**src/rtl/core/uqp_pkg.sv**
```systemverilog
// uqp_pkg: shared types, codes and helper functions for the URL query parser.
// No dependencies; compiled first.
`timescale 1ns / 1ps

package uqp_pkg;

  // Parser phase
  typedef enum logic [2:0] {
    PH_START  = 3'd0,
    PH_QSKIP  = 3'd1,
    PH_PSTART = 3'd2,
    PH_NAME   = 3'd3,
    PH_NSKIP  = 3'd4,
    PH_VALUE  = 3'd5,
    PH_PCT    = 3'd6,
    PH_VSKIP  = 3'd7
  } phase_t;

  // Result kinds
  typedef enum logic [1:0] {
    KIND_NAME  = 2'd0,
    KIND_VALUE = 2'd1,
    KIND_END   = 2'd2,
    KIND_DONE  = 2'd3
  } kind_t;

  typedef struct packed {
    kind_t      kind;
    logic [3:0] param_index;
    logic [7:0] data_byte;
    logic       last_of_run;
  } res_t;

  localparam int MAX_RESULTS = 3;
  localparam int FIFO_DEPTH  = 4;
  localparam int FIFO_AW     = 2;
  localparam int FIFO_CW     = 3;

  localparam logic [7:0] CH_QUESTION = 8'h3F;
  localparam logic [7:0] CH_AMP      = 8'h26;
  localparam logic [7:0] CH_EQUAL    = 8'h3D;
  localparam logic [7:0] CH_PLUS     = 8'h2B;
  localparam logic [7:0] CH_PERCENT  = 8'h25;
  localparam logic [7:0] CH_UNDER    = 8'h5F;
  localparam logic [7:0] CH_SPACE    = 8'h20;

  function automatic logic is_name_char(input logic [7:0] c);
    return (c >= 8'h30 && c <= 8'h39) || (c >= 8'h41 && c <= 8'h5A) ||
           (c >= 8'h61 && c <= 8'h7A) || (c == CH_UNDER);
  endfunction

  // Lenient hex digit: anything outside 0-9 / a-f maps through the uppercase rule
  function automatic logic [7:0] digit_of(input logic [7:0] c);
    logic [7:0] d;
    if (c >= 8'h30 && c <= 8'h39) d = c - 8'h30;
    else if (c >= 8'h61 && c <= 8'h66) d = c - 8'h57;
    else d = c - 8'h37;
    return d;
  endfunction

  function automatic res_t mk_res(input kind_t k, input logic [3:0] idx,
                                  input logic [7:0] data);
    res_t r;
    r.kind        = k;
    r.param_index = idx;
    r.data_byte   = data;
    r.last_of_run = 1'b0;
    return r;
  endfunction

endpackage

```
**src/rtl/core/uqp_ifs.sv**
```systemverilog
// uqp channel interfaces: input items, result items, config writes.
// Depends on uqp_pkg.
`timescale 1ns / 1ps

interface uqp_item_if;
  logic       valid;
  logic       ready;
  logic       op;
  logic [7:0] char_byte;
  modport source (output valid, op, char_byte, input ready);
  modport sink   (input valid, op, char_byte, output ready);
endinterface

interface uqp_res_if;
  logic                valid;
  logic                ready;
  uqp_pkg::kind_t      kind;
  logic [3:0]          param_index;
  logic [7:0]          data_byte;
  logic                last_of_run;
  modport source (output valid, kind, param_index, data_byte, last_of_run, input ready);
  modport sink   (input valid, kind, param_index, data_byte, last_of_run, output ready);
endinterface

interface uqp_cfg_if;
  logic valid;
  logic ready;
  logic query_mode;
  modport source (output valid, query_mode, input ready);
  modport sink   (input valid, query_mode, output ready);
endinterface

```
**src/rtl/core/url_query_param_parser.sv**
```systemverilog
// url_query_param_parser: top level of the URL query-string splitter.
// Depends on uqp_pkg, uqp_ifs and uqp_res_fifo.
`timescale 1ns / 1ps

// Splits a URL or form body into parameters, one string byte per item with an
// end item to close the string. Each input item is held in an input register,
// run through the combinational parse logic and gives zero to three results
// (name byte, value byte, parameter end, string done) that go into a 4-entry
// result queue. An item is taken every cycle as long as the queue holds at
// most one result, so a stream that yields at most one result per byte runs at
// one item per cycle; an item that gives two or three results holds up the
// input for each extra one, as the output port gives one result at a time.
// The first result of an item passes the input register and then the result
// queue before it is offered. Percent escapes decode leniently; '+' becomes a
// space. query_mode is sampled only at the first byte of a string; write it
// between strings. No clearing pass.
module url_query_param_parser #(
  parameter int MAX_PARAMS    = 15,
  parameter int MAX_NAME_LEN  = 15,
  parameter int MAX_VALUE_LEN = 199
) (
  input logic     clk,
  input logic     rst,
  uqp_item_if.sink   din,
  uqp_res_if.source  dout,
  uqp_cfg_if.sink    cfg
);
  import uqp_pkg::*;

  localparam int PW = $clog2(MAX_PARAMS + 1);
  localparam int NW = $clog2(MAX_NAME_LEN + 1);
  localparam int VW = $clog2(MAX_VALUE_LEN + 1);

  // config
  logic query_mode;

  // input register
  logic       inq_valid;
  logic       inq_op;
  logic [7:0] inq_byte;

  // parse state
  phase_t        phase, phase_next;
  logic [PW-1:0] pcnt, pcnt_next;
  logic [NW-1:0] nlen, nlen_next;
  logic [VW-1:0] vlen, vlen_next;
  logic [7:0]    acc, acc_next;
  logic [1:0]    dseen, dseen_next;

  // step outputs
  res_t       r [MAX_RESULTS];
  logic [1:0] n;
  logic       fire;
  logic       room;
  logic       q_valid;
  res_t       q_head;

  // step scratch
  phase_t        ph;
  logic          is_end;
  logic          do_after;
  logic          do_end;
  logic [3:0]    idx;
  logic [NW-1:0] nl;
  logic [VW-1:0] vl_inc;
  logic [7:0]    acc_new;

  assign fire     = inq_valid && room;
  assign din.ready = !inq_valid || fire;
  assign cfg.ready = 1'b1;

  always_ff @(posedge clk) begin
    if (rst) begin
      query_mode <= 1'b0;
    end else if (cfg.valid) begin
      query_mode <= cfg.query_mode;
    end
  end

  // Input register
  always_ff @(posedge clk) begin
    if (rst) begin
      inq_valid <= 1'b0;
    end else if (din.valid && din.ready) begin
      inq_valid <= 1'b1;
    end else if (fire) begin
      inq_valid <= 1'b0;
    end
  end

  always_ff @(posedge clk) begin
    if (din.valid && din.ready) begin
      inq_op   <= din.op;
      inq_byte <= din.char_byte;
    end
  end

  // One item worth of parsing
  always_comb begin
    phase_next = phase;
    pcnt_next  = pcnt;
    nlen_next  = nlen;
    vlen_next  = vlen;
    acc_next   = acc;
    dseen_next = dseen;
    for (int i = 0; i < MAX_RESULTS; i++) r[i] = '0;
    n        = 2'd0;
    do_after = 1'b0;
    do_end   = 1'b0;
    ph       = phase;
    nl       = nlen;
    idx      = 4'(pcnt);
    is_end   = inq_op || (inq_byte == 8'd0);
    vl_inc   = vlen + 1'b1;
    acc_new  = {acc[3:0], 4'd0} + digit_of(inq_byte);

    if (is_end) begin
      // flush a cut-short escape, close an open parameter, then report count
      if (phase == PH_PCT) begin
        r[n] = mk_res(KIND_VALUE, idx, acc);
        n    = n + 2'd1;
      end
      if (phase >= PH_NAME) begin
        r[n]      = mk_res(KIND_END, idx, 8'd0);
        n         = n + 2'd1;
        pcnt_next = pcnt + 1'b1;
      end
      r[n]       = mk_res(KIND_DONE, 4'd0, 8'(pcnt_next));
      n          = n + 2'd1;
      phase_next = PH_START;
      pcnt_next  = '0;
      nlen_next  = '0;
      vlen_next  = '0;
      acc_next   = '0;
      dseen_next = '0;
    end else begin
      if (phase == PH_START) ph = query_mode ? PH_QSKIP : PH_PSTART;
      phase_next = ph;
      case (ph)
        PH_QSKIP: begin
          if (inq_byte == CH_QUESTION) phase_next = PH_PSTART;
        end
        PH_PSTART, PH_NAME: begin
          // past the parameter cap, bytes are dropped until string end
          if (!(ph == PH_PSTART && pcnt >= PW'(MAX_PARAMS))) begin
            if (ph == PH_PSTART) begin
              nl        = '0;
              vlen_next = '0;
            end
            phase_next = PH_NAME;
            nlen_next  = nl;
            if (is_name_char(inq_byte) && nl < NW'(MAX_NAME_LEN)) begin
              r[n]      = mk_res(KIND_NAME, idx, inq_byte);
              n         = n + 2'd1;
              nlen_next = nl + 1'b1;
            end else begin
              do_after = 1'b1;
            end
          end
        end
        PH_NSKIP: do_after = 1'b1;
        PH_VALUE: begin
          if (inq_byte == CH_AMP) begin
            do_end = 1'b1;
          end else if (inq_byte == CH_PERCENT) begin
            acc_next   = '0;
            dseen_next = '0;
            phase_next = PH_PCT;
          end else begin
            r[n]       = mk_res(KIND_VALUE, idx,
                                (inq_byte == CH_PLUS) ? CH_SPACE : inq_byte);
            n          = n + 2'd1;
            vlen_next  = vl_inc;
            phase_next = (vl_inc >= VW'(MAX_VALUE_LEN)) ? PH_VSKIP : PH_VALUE;
          end
        end
        PH_PCT: begin
          if (inq_byte == CH_AMP) begin
            r[n]      = mk_res(KIND_VALUE, idx, acc);
            n         = n + 2'd1;
            vlen_next = vl_inc;
            do_end    = 1'b1;
          end else begin
            acc_next   = acc_new;
            dseen_next = dseen + 2'd1;
            if (dseen != 2'd0) begin
              r[n]       = mk_res(KIND_VALUE, idx, acc_new);
              n          = n + 2'd1;
              vlen_next  = vl_inc;
              phase_next = (vl_inc >= VW'(MAX_VALUE_LEN)) ? PH_VSKIP : PH_VALUE;
            end
          end
        end
        default: begin
          if (inq_byte == CH_AMP) do_end = 1'b1;
        end
      endcase

      // leaving a name: '&' closes, '=' opens the value, else skip to either
      if (do_after) begin
        if (inq_byte == CH_AMP) begin
          do_end = 1'b1;
        end else if (inq_byte == CH_EQUAL) begin
          vlen_next  = '0;
          phase_next = PH_VALUE;
        end else begin
          phase_next = PH_NSKIP;
        end
      end

      if (do_end) begin
        r[n]       = mk_res(KIND_END, idx, 8'd0);
        n          = n + 2'd1;
        pcnt_next  = pcnt + 1'b1;
        phase_next = PH_PSTART;
      end
    end

    if (n != 2'd0) r[n - 2'd1].last_of_run = 1'b1;
  end

  always_ff @(posedge clk) begin
    if (rst) begin
      phase <= PH_START;
      pcnt  <= '0;
      nlen  <= '0;
      vlen  <= '0;
      acc   <= '0;
      dseen <= '0;
    end else if (fire) begin
      phase <= phase_next;
      pcnt  <= pcnt_next;
      nlen  <= nlen_next;
      vlen  <= vlen_next;
      acc   <= acc_next;
      dseen <= dseen_next;
    end
  end

  // Result queue decouples the burst of up to three results from the port
  uqp_res_fifo u_res_fifo (
    .clk       (clk),
    .rst       (rst),
    .push      (fire),
    .push_n    (n),
    .push_data (r),
    .pop       (q_valid && dout.ready),
    .room      (room),
    .valid     (q_valid),
    .head      (q_head)
  );

  assign dout.valid       = q_valid;
  assign dout.kind        = q_head.kind;
  assign dout.param_index = q_head.param_index;
  assign dout.data_byte   = q_head.data_byte;
  assign dout.last_of_run = q_head.last_of_run;

endmodule

```
**src/rtl/core/uqp_res_fifo.sv**
```systemverilog
// uqp_res_fifo: 4-entry result queue, takes up to 3 results per cycle, gives 1.
// Depends on uqp_pkg.
`timescale 1ns / 1ps

module uqp_res_fifo (
  input  logic            clk,
  input  logic            rst,
  input  logic            push,
  input  logic [1:0]      push_n,
  input  uqp_pkg::res_t   push_data [uqp_pkg::MAX_RESULTS],
  input  logic            pop,
  output logic            room,
  output logic            valid,
  output uqp_pkg::res_t   head
);
  import uqp_pkg::*;

  res_t               mem [FIFO_DEPTH];
  logic [FIFO_AW-1:0] wr_ptr;
  logic [FIFO_AW-1:0] rd_ptr;
  logic [FIFO_CW-1:0] count;
  logic [FIFO_CW-1:0] count_next;
  logic [1:0]         n_in;

  assign n_in       = push ? push_n : 2'd0;
  assign count_next = count + FIFO_CW'(n_in) - FIFO_CW'(pop);
  assign valid      = (count != '0);
  assign room       = (count <= FIFO_CW'(FIFO_DEPTH - MAX_RESULTS));
  assign head       = mem[rd_ptr];

  always_ff @(posedge clk) begin
    for (int i = 0; i < MAX_RESULTS; i++) begin
      if (push && (2'(i) < push_n)) begin
        mem[wr_ptr + FIFO_AW'(i)] <= push_data[i];
      end
    end
  end

  always_ff @(posedge clk) begin
    if (rst) begin
      wr_ptr <= '0;
      rd_ptr <= '0;
      count  <= '0;
    end else begin
      wr_ptr <= wr_ptr + FIFO_AW'(n_in);
      if (pop) rd_ptr <= rd_ptr + 1'b1;
      count  <= count_next;
    end
  end

endmodule

```
**src/flat_wrapper.sv**
```systemverilog
// flat-port wrapper written by rule: the top's interface ports become plain ports
module url_query_param_parser_flat import uqp_pkg::*;
#(
  parameter int MAX_PARAMS    = 15,
  parameter int MAX_NAME_LEN  = 15,
  parameter int MAX_VALUE_LEN = 199
)
  (clk, rst, din_valid, din_op, din_char_byte, din_ready, dout_valid, dout_kind, dout_param_index, dout_data_byte, dout_last_of_run, dout_ready, cfg_valid, cfg_query_mode, cfg_ready);
  uqp_item_if din_i ();
  uqp_res_if dout_i ();
  uqp_cfg_if cfg_i ();
  input logic clk;
  input logic rst;
  input wire logic [$bits(din_i.valid)-1:0] din_valid;
  input wire logic [$bits(din_i.op)-1:0] din_op;
  input wire logic [$bits(din_i.char_byte)-1:0] din_char_byte;
  output wire logic [$bits(din_i.ready)-1:0] din_ready;
  output wire logic [$bits(dout_i.valid)-1:0] dout_valid;
  output wire logic [$bits(dout_i.kind)-1:0] dout_kind;
  output wire logic [$bits(dout_i.param_index)-1:0] dout_param_index;
  output wire logic [$bits(dout_i.data_byte)-1:0] dout_data_byte;
  output wire logic [$bits(dout_i.last_of_run)-1:0] dout_last_of_run;
  input wire logic [$bits(dout_i.ready)-1:0] dout_ready;
  input wire logic [$bits(cfg_i.valid)-1:0] cfg_valid;
  input wire logic [$bits(cfg_i.query_mode)-1:0] cfg_query_mode;
  output wire logic [$bits(cfg_i.ready)-1:0] cfg_ready;
  assign din_i.valid = din_valid;
  assign din_i.op = din_op;
  assign din_i.char_byte = din_char_byte;
  assign din_ready = din_i.ready;
  assign dout_valid = dout_i.valid;
  assign dout_kind = dout_i.kind;
  assign dout_param_index = dout_i.param_index;
  assign dout_data_byte = dout_i.data_byte;
  assign dout_last_of_run = dout_i.last_of_run;
  assign dout_i.ready = dout_ready;
  assign cfg_i.valid = cfg_valid;
  assign cfg_i.query_mode = cfg_query_mode;
  assign cfg_ready = cfg_i.ready;
  url_query_param_parser #(.MAX_PARAMS(MAX_PARAMS), .MAX_NAME_LEN(MAX_NAME_LEN), .MAX_VALUE_LEN(MAX_VALUE_LEN)) u_core (.clk(clk), .rst(rst), .din(din_i), .dout(dout_i), .cfg(cfg_i));
endmodule
```
**config.mk**
```make
export PLATFORM = sky130hd
export DESIGN_NAME = url_query_param_parser_flat
export DESIGN_NICKNAME = d
export VERILOG_FILES = /design/src/rtl/core/uqp_pkg.sv /design/src/rtl/core/uqp_ifs.sv /design/src/rtl/core/url_query_param_parser.sv /design/src/rtl/core/uqp_res_fifo.sv /design/src/flat_wrapper.sv
export SDC_FILE = /design/constraint.sdc
export NUM_CORES = 1
export LEC_CHECK = 0
export BUFFER_PORTS_ARGS = -buffer_cell sky130_fd_sc_hd__buf_2
export CAP_MARGIN = 20
export CORE_UTILIZATION = 63
export CTS_BUF_LIST = sky130_fd_sc_hd__clkbuf_16
export CTS_CLUSTER_DIAMETER = 120
export DETAILED_ROUTE_END_ITERATION = 8
export GPL_TIMING_DRIVEN = 0
export PLACE_DENSITY = 0.8
export SYNTH_ARGS = -nofsm -noshare
export SYNTH_HDL_FRONTEND = slang
export SYNTH_HIERARCHICAL = 1
export SYNTH_SLANG_ARGS = --single-unit
```
**constraint.sdc**
```tcl
create_clock -name clk -period 5.9 [get_ports clk]
set_input_delay 1.475 -clock clk [delete_from_list [all_inputs] [get_ports clk]]
set_output_delay 1.475 -clock clk [all_outputs]
set_load 0.01 [all_outputs]
```
==> flow_summary.yaml <==
run_status:
  status: "complete, no violations"
detailed_routing:
  wirelength_um: 20560
  drtPass1Iterations: 5
  antenna_left: 0
  drt-vias-per-instance: 6.324
  post_drt_wl_per_cell_um: 20.42
  drc_errors: 0
  dr_total_vias: 6368
  first_iter_violations: 594
worst_setup_path:
  worstSetupStartpointType: "flip-flop"
  cp.arrival_ns: 5.75
  path_class: "reg2reg"
  cp-startpoint: "u_core/inq_byte[0]"
  regToRegSetupSlack_ns: 0.26
  rr_startpoint: "u_core/inq_byte[0]"
  crit_fanout: 10
  endpoint_kind: "flip-flop"
  cp.required_ns: 6.01
  worst_r2r_path_depth: 17
  r2r-end: "u_core/u_res_fifo/mem[0][13]"
logic_synthesis:
  ys_async_sr_fraction_pct: 0
  synth_area_mm2: 0.007772
  ys_ff_latch: 109
  syn-instance-count: 762
  ys_warn_count: 6
  yosysSeqAreaShare_pct: 36.96
  synth_flop_cell: "edfxtp_1"
  synth-edff-count: 69
  synthDistinctLibCells: 81
  synth_area_per_cell_um2: 10.20
cells_and_area:
  n_fill_cell: 885
  layout.cells.non_filler: 1007
  fin_nets: 898
  final_area_mm2: 0.008676
  drive_above_1_share_pct: 26.51
  layout_commonest_cell: "mux2_2"
  layout_common_cells: "113 x mux2_2, 70 x nor2_1, 69 x edfxtp_1"
  antenna_cells: 0
  syn_to_final_growth_pct: 11.62
floorplanning:
  ios: 33
  die_area_mm2: 0.01279
  row_count: 40
  start_util_pct: 64.71
  coreArea_mm2: 0.01201
  die_w_um: 113.1
  die_h_um: 113.1
timing:
  fin_ws_ns: 0.2617
  finalCritPeriodShare_pct: 95.57
  holdWs_ns: 0.5070
  setup_viol: 0
  max_slew_margin_pct: 25.36
  hold_violations: 0
  max_freq_ghz: 0.1774
  drv_slew: 0
  worst_slew_pin_slew_ns: 1.111
  finalCriticalPeriod_ns: 5.638
  fin_worst_skew_ns: 0.005854
  rsz0062_at_grt: "yes"
clocking:
  clockBufferDepth: 2
  clock_latency_ns: 0.36
  cts_root_buf: "clkbuf_16"
  cts_tree: "done"
  htreeDepth: 3
  ctsHoldBuffers: 0
  cts_sinks: 109
  cts.clk_slew.worst_paths_ns: 0.08
  numCtsBuffers: 9
place:
  dp_slack_ns: 0.2886
  portBuffers: 31
  hpwlAfterDp_um: 15060
  dpl_cell_area_mm2: 0.008347
  place_congestion: 0.9406
  dpl.cell_count: 990
grt:
  grtUsageTotal_pct: 33.16
  grt_start_max_net_pins: 20
  grt.met1_usage_pct: 44.77
  grt-busiest-layer: "met2"
  grt_pass1_vias: 6328
  overflow: 0
  grt_pass1_wl_um: 32520
  gr-usage-met3_pct: 4.071
  use_met2_pct: 55.13
  antenna_found_initial: 0
hold_path:
  holdPathStages: 2
  worstHoldEndpoint: "u_core/vlen[5]"
  min_from: "u_core/vlen[5]"
  holdCritPathClass: "reg2reg"
pwr:
  p_leak_nw: 3.438
  ir_drop_uv: 260.0
  power_density_mw_per_mm2: 265.4
run:
  drv_cap: 0
[Yosys cell counts (4+ instances only)]
cell	n	share of area [%]
nand4_1	4	0.32
edfxtp_1	69	27
clkbuf_1	29	1.4
a31oi_1	7	0.56
o22ai_1	7	0.56
buf_2	8	0.52
a21boi_0	6	0.58
buf_4	4	0.39
nor2_1	70	3.4
a21o_1	6	0.58
xnor2_1	16	1.8
dfxtp_1	40	10
a21oi_1	40	2.6
a22oi_1	15	1.4
and2_1	17	1.4
o21ai_0	23	1.5
ha_1	26	4.2
mux2_4	10	1.9
nor3_1	17	1.1
or4_1	5	0.48
nand3b_1	4	0.39
nand2_1	46	2.2
inv_1	31	1.5
mux4_2	15	4.3
nand3_1	19	1.2
nand2b_1	9	0.72
mux2_2	113	16
nand4b_1	6	0.68
nor2b_1	10	0.80
o211ai_1	5	0.48
[stage by stage]
step | TNS, ns | util (%) | power, mW
final | 0 | 72.23 | 2.302
after global routing | -0.004710 | 72.23 | 2.398
after CTS | 0 | 72.06 | 2.300
after detailed placement | 0 | 69.49 | 1.671
after global placement | -13.37 | 69.00 | 1.632
after floorplan | 0 | - | 1.454
[area by class of cell]
| cell class | instances | area (um2) | area share [%] |
|---|---|---|---|
| buffer | 45 | 214.0 | 2.466 |
| clock buffer | 9 | 225.2 | 2.596 |
| clock inverter | 7 | 83.83 | 0.9663 |
| inverter | 34 | 127.6 | 1.471 |
| multi-input combinational | 621 | 4768 | 54.96 |
| sequential | 109 | 2873 | 33.11 |
| tap | 147 | 183.9 | 2.120 |
| timing repair buffer | 35 | 200.2 | 2.307 |
[worst max-delay path, cell delays in order (launching register included)]
cell and delay [ns]:
edfxtp_1 0.37, clkbuf_1 0.35, inv_1 0.19, ha_1 0.25, o21bai_1 0.22, a21oi_1 0.18
or2_2 0.38, o31a_1 0.36, a21oi_1 0.36, inv_1 0.09, ha_1 0.20, o21ai_0 0.50
inv_1 0.13, buf_4 0.19, nand4_1 0.34, clkbuf_1 0.59, mux2_2 0.41, mux2_2 0.27
[registers in the layout, summed over array words and instances (netlist names), 2 cells and up, named ones only]
signal and cells:
u_core/inq_byte 8, u_core/dseen 2, u_core/acc 8, u_core/idx 4
u_core/nlen 4, u_core/phase 3, u_core/u_res_fifo/count 3, u_core/u_res_fifo/wr_ptr 2
u_core/vlen 8, u_core/u_res_fifo/mem 60, u_core/u_res_fifo/rd_ptr 2
[power breakdown]
group	internal, mW	switching, mW
Combinational	0.324	0.424
Clock	0.336	0.299
Sequential	0.885	0.0343
Total	1.55	0.757
[worst max path at each step]
stage / to / slack, ns / cells past startpoint
after floorplan: u_core/u_res_fifo/mem[2][0] / 1.13 / 18
after global placement: u_core/u_res_fifo/mem[2][11] / -0.39 / 18
after detailed placement: u_core/u_res_fifo/mem[0][13] / 0.29 / 19
after CTS: u_core/u_res_fifo/mem[0][13] / 0.25 / 19
after global routing: u_core/u_res_fifo/mem[0][13] / -0.005 / 16
final: u_core/u_res_fifo/mem[0][13] / 0.26 / 17
[routing by layer]
layer	wire length [um]	part of all wire (%)	vias to the layer above
met1	8922	43	3118
met5	0	0	-
li1	-	-	2976
met2	9957	48	238
met3	1290	6.3	36
met4	389	1.9	0
[what timing repair did]
item	in CTS	in global routing
buffers inserted	0	0
setup endpoints to repair	0	20
gates resized for setup	0	9
[cell families (layout without fill, tap and decap cells)]
| kind of cell | after synthesis | in the layout | share of synthesized area (%) |
|---|---|---|---|
| compound gates | 153 | 153 | 13.57 |
| xor+xnor | 19 | 19 | 2.141 |
| fa+ha+maj | 28 | 28 | 4.701 |
| buf+inv | 79 | 130 | 4.330 |
| flops | 109 | 109 | 36.96 |
| mux | 141 | 141 | 23.04 |
| other cells | 2 | 49 | 0.09662 |
| simple gates | 231 | 231 | 15.16 |
(Power assumes the default switching activity.)
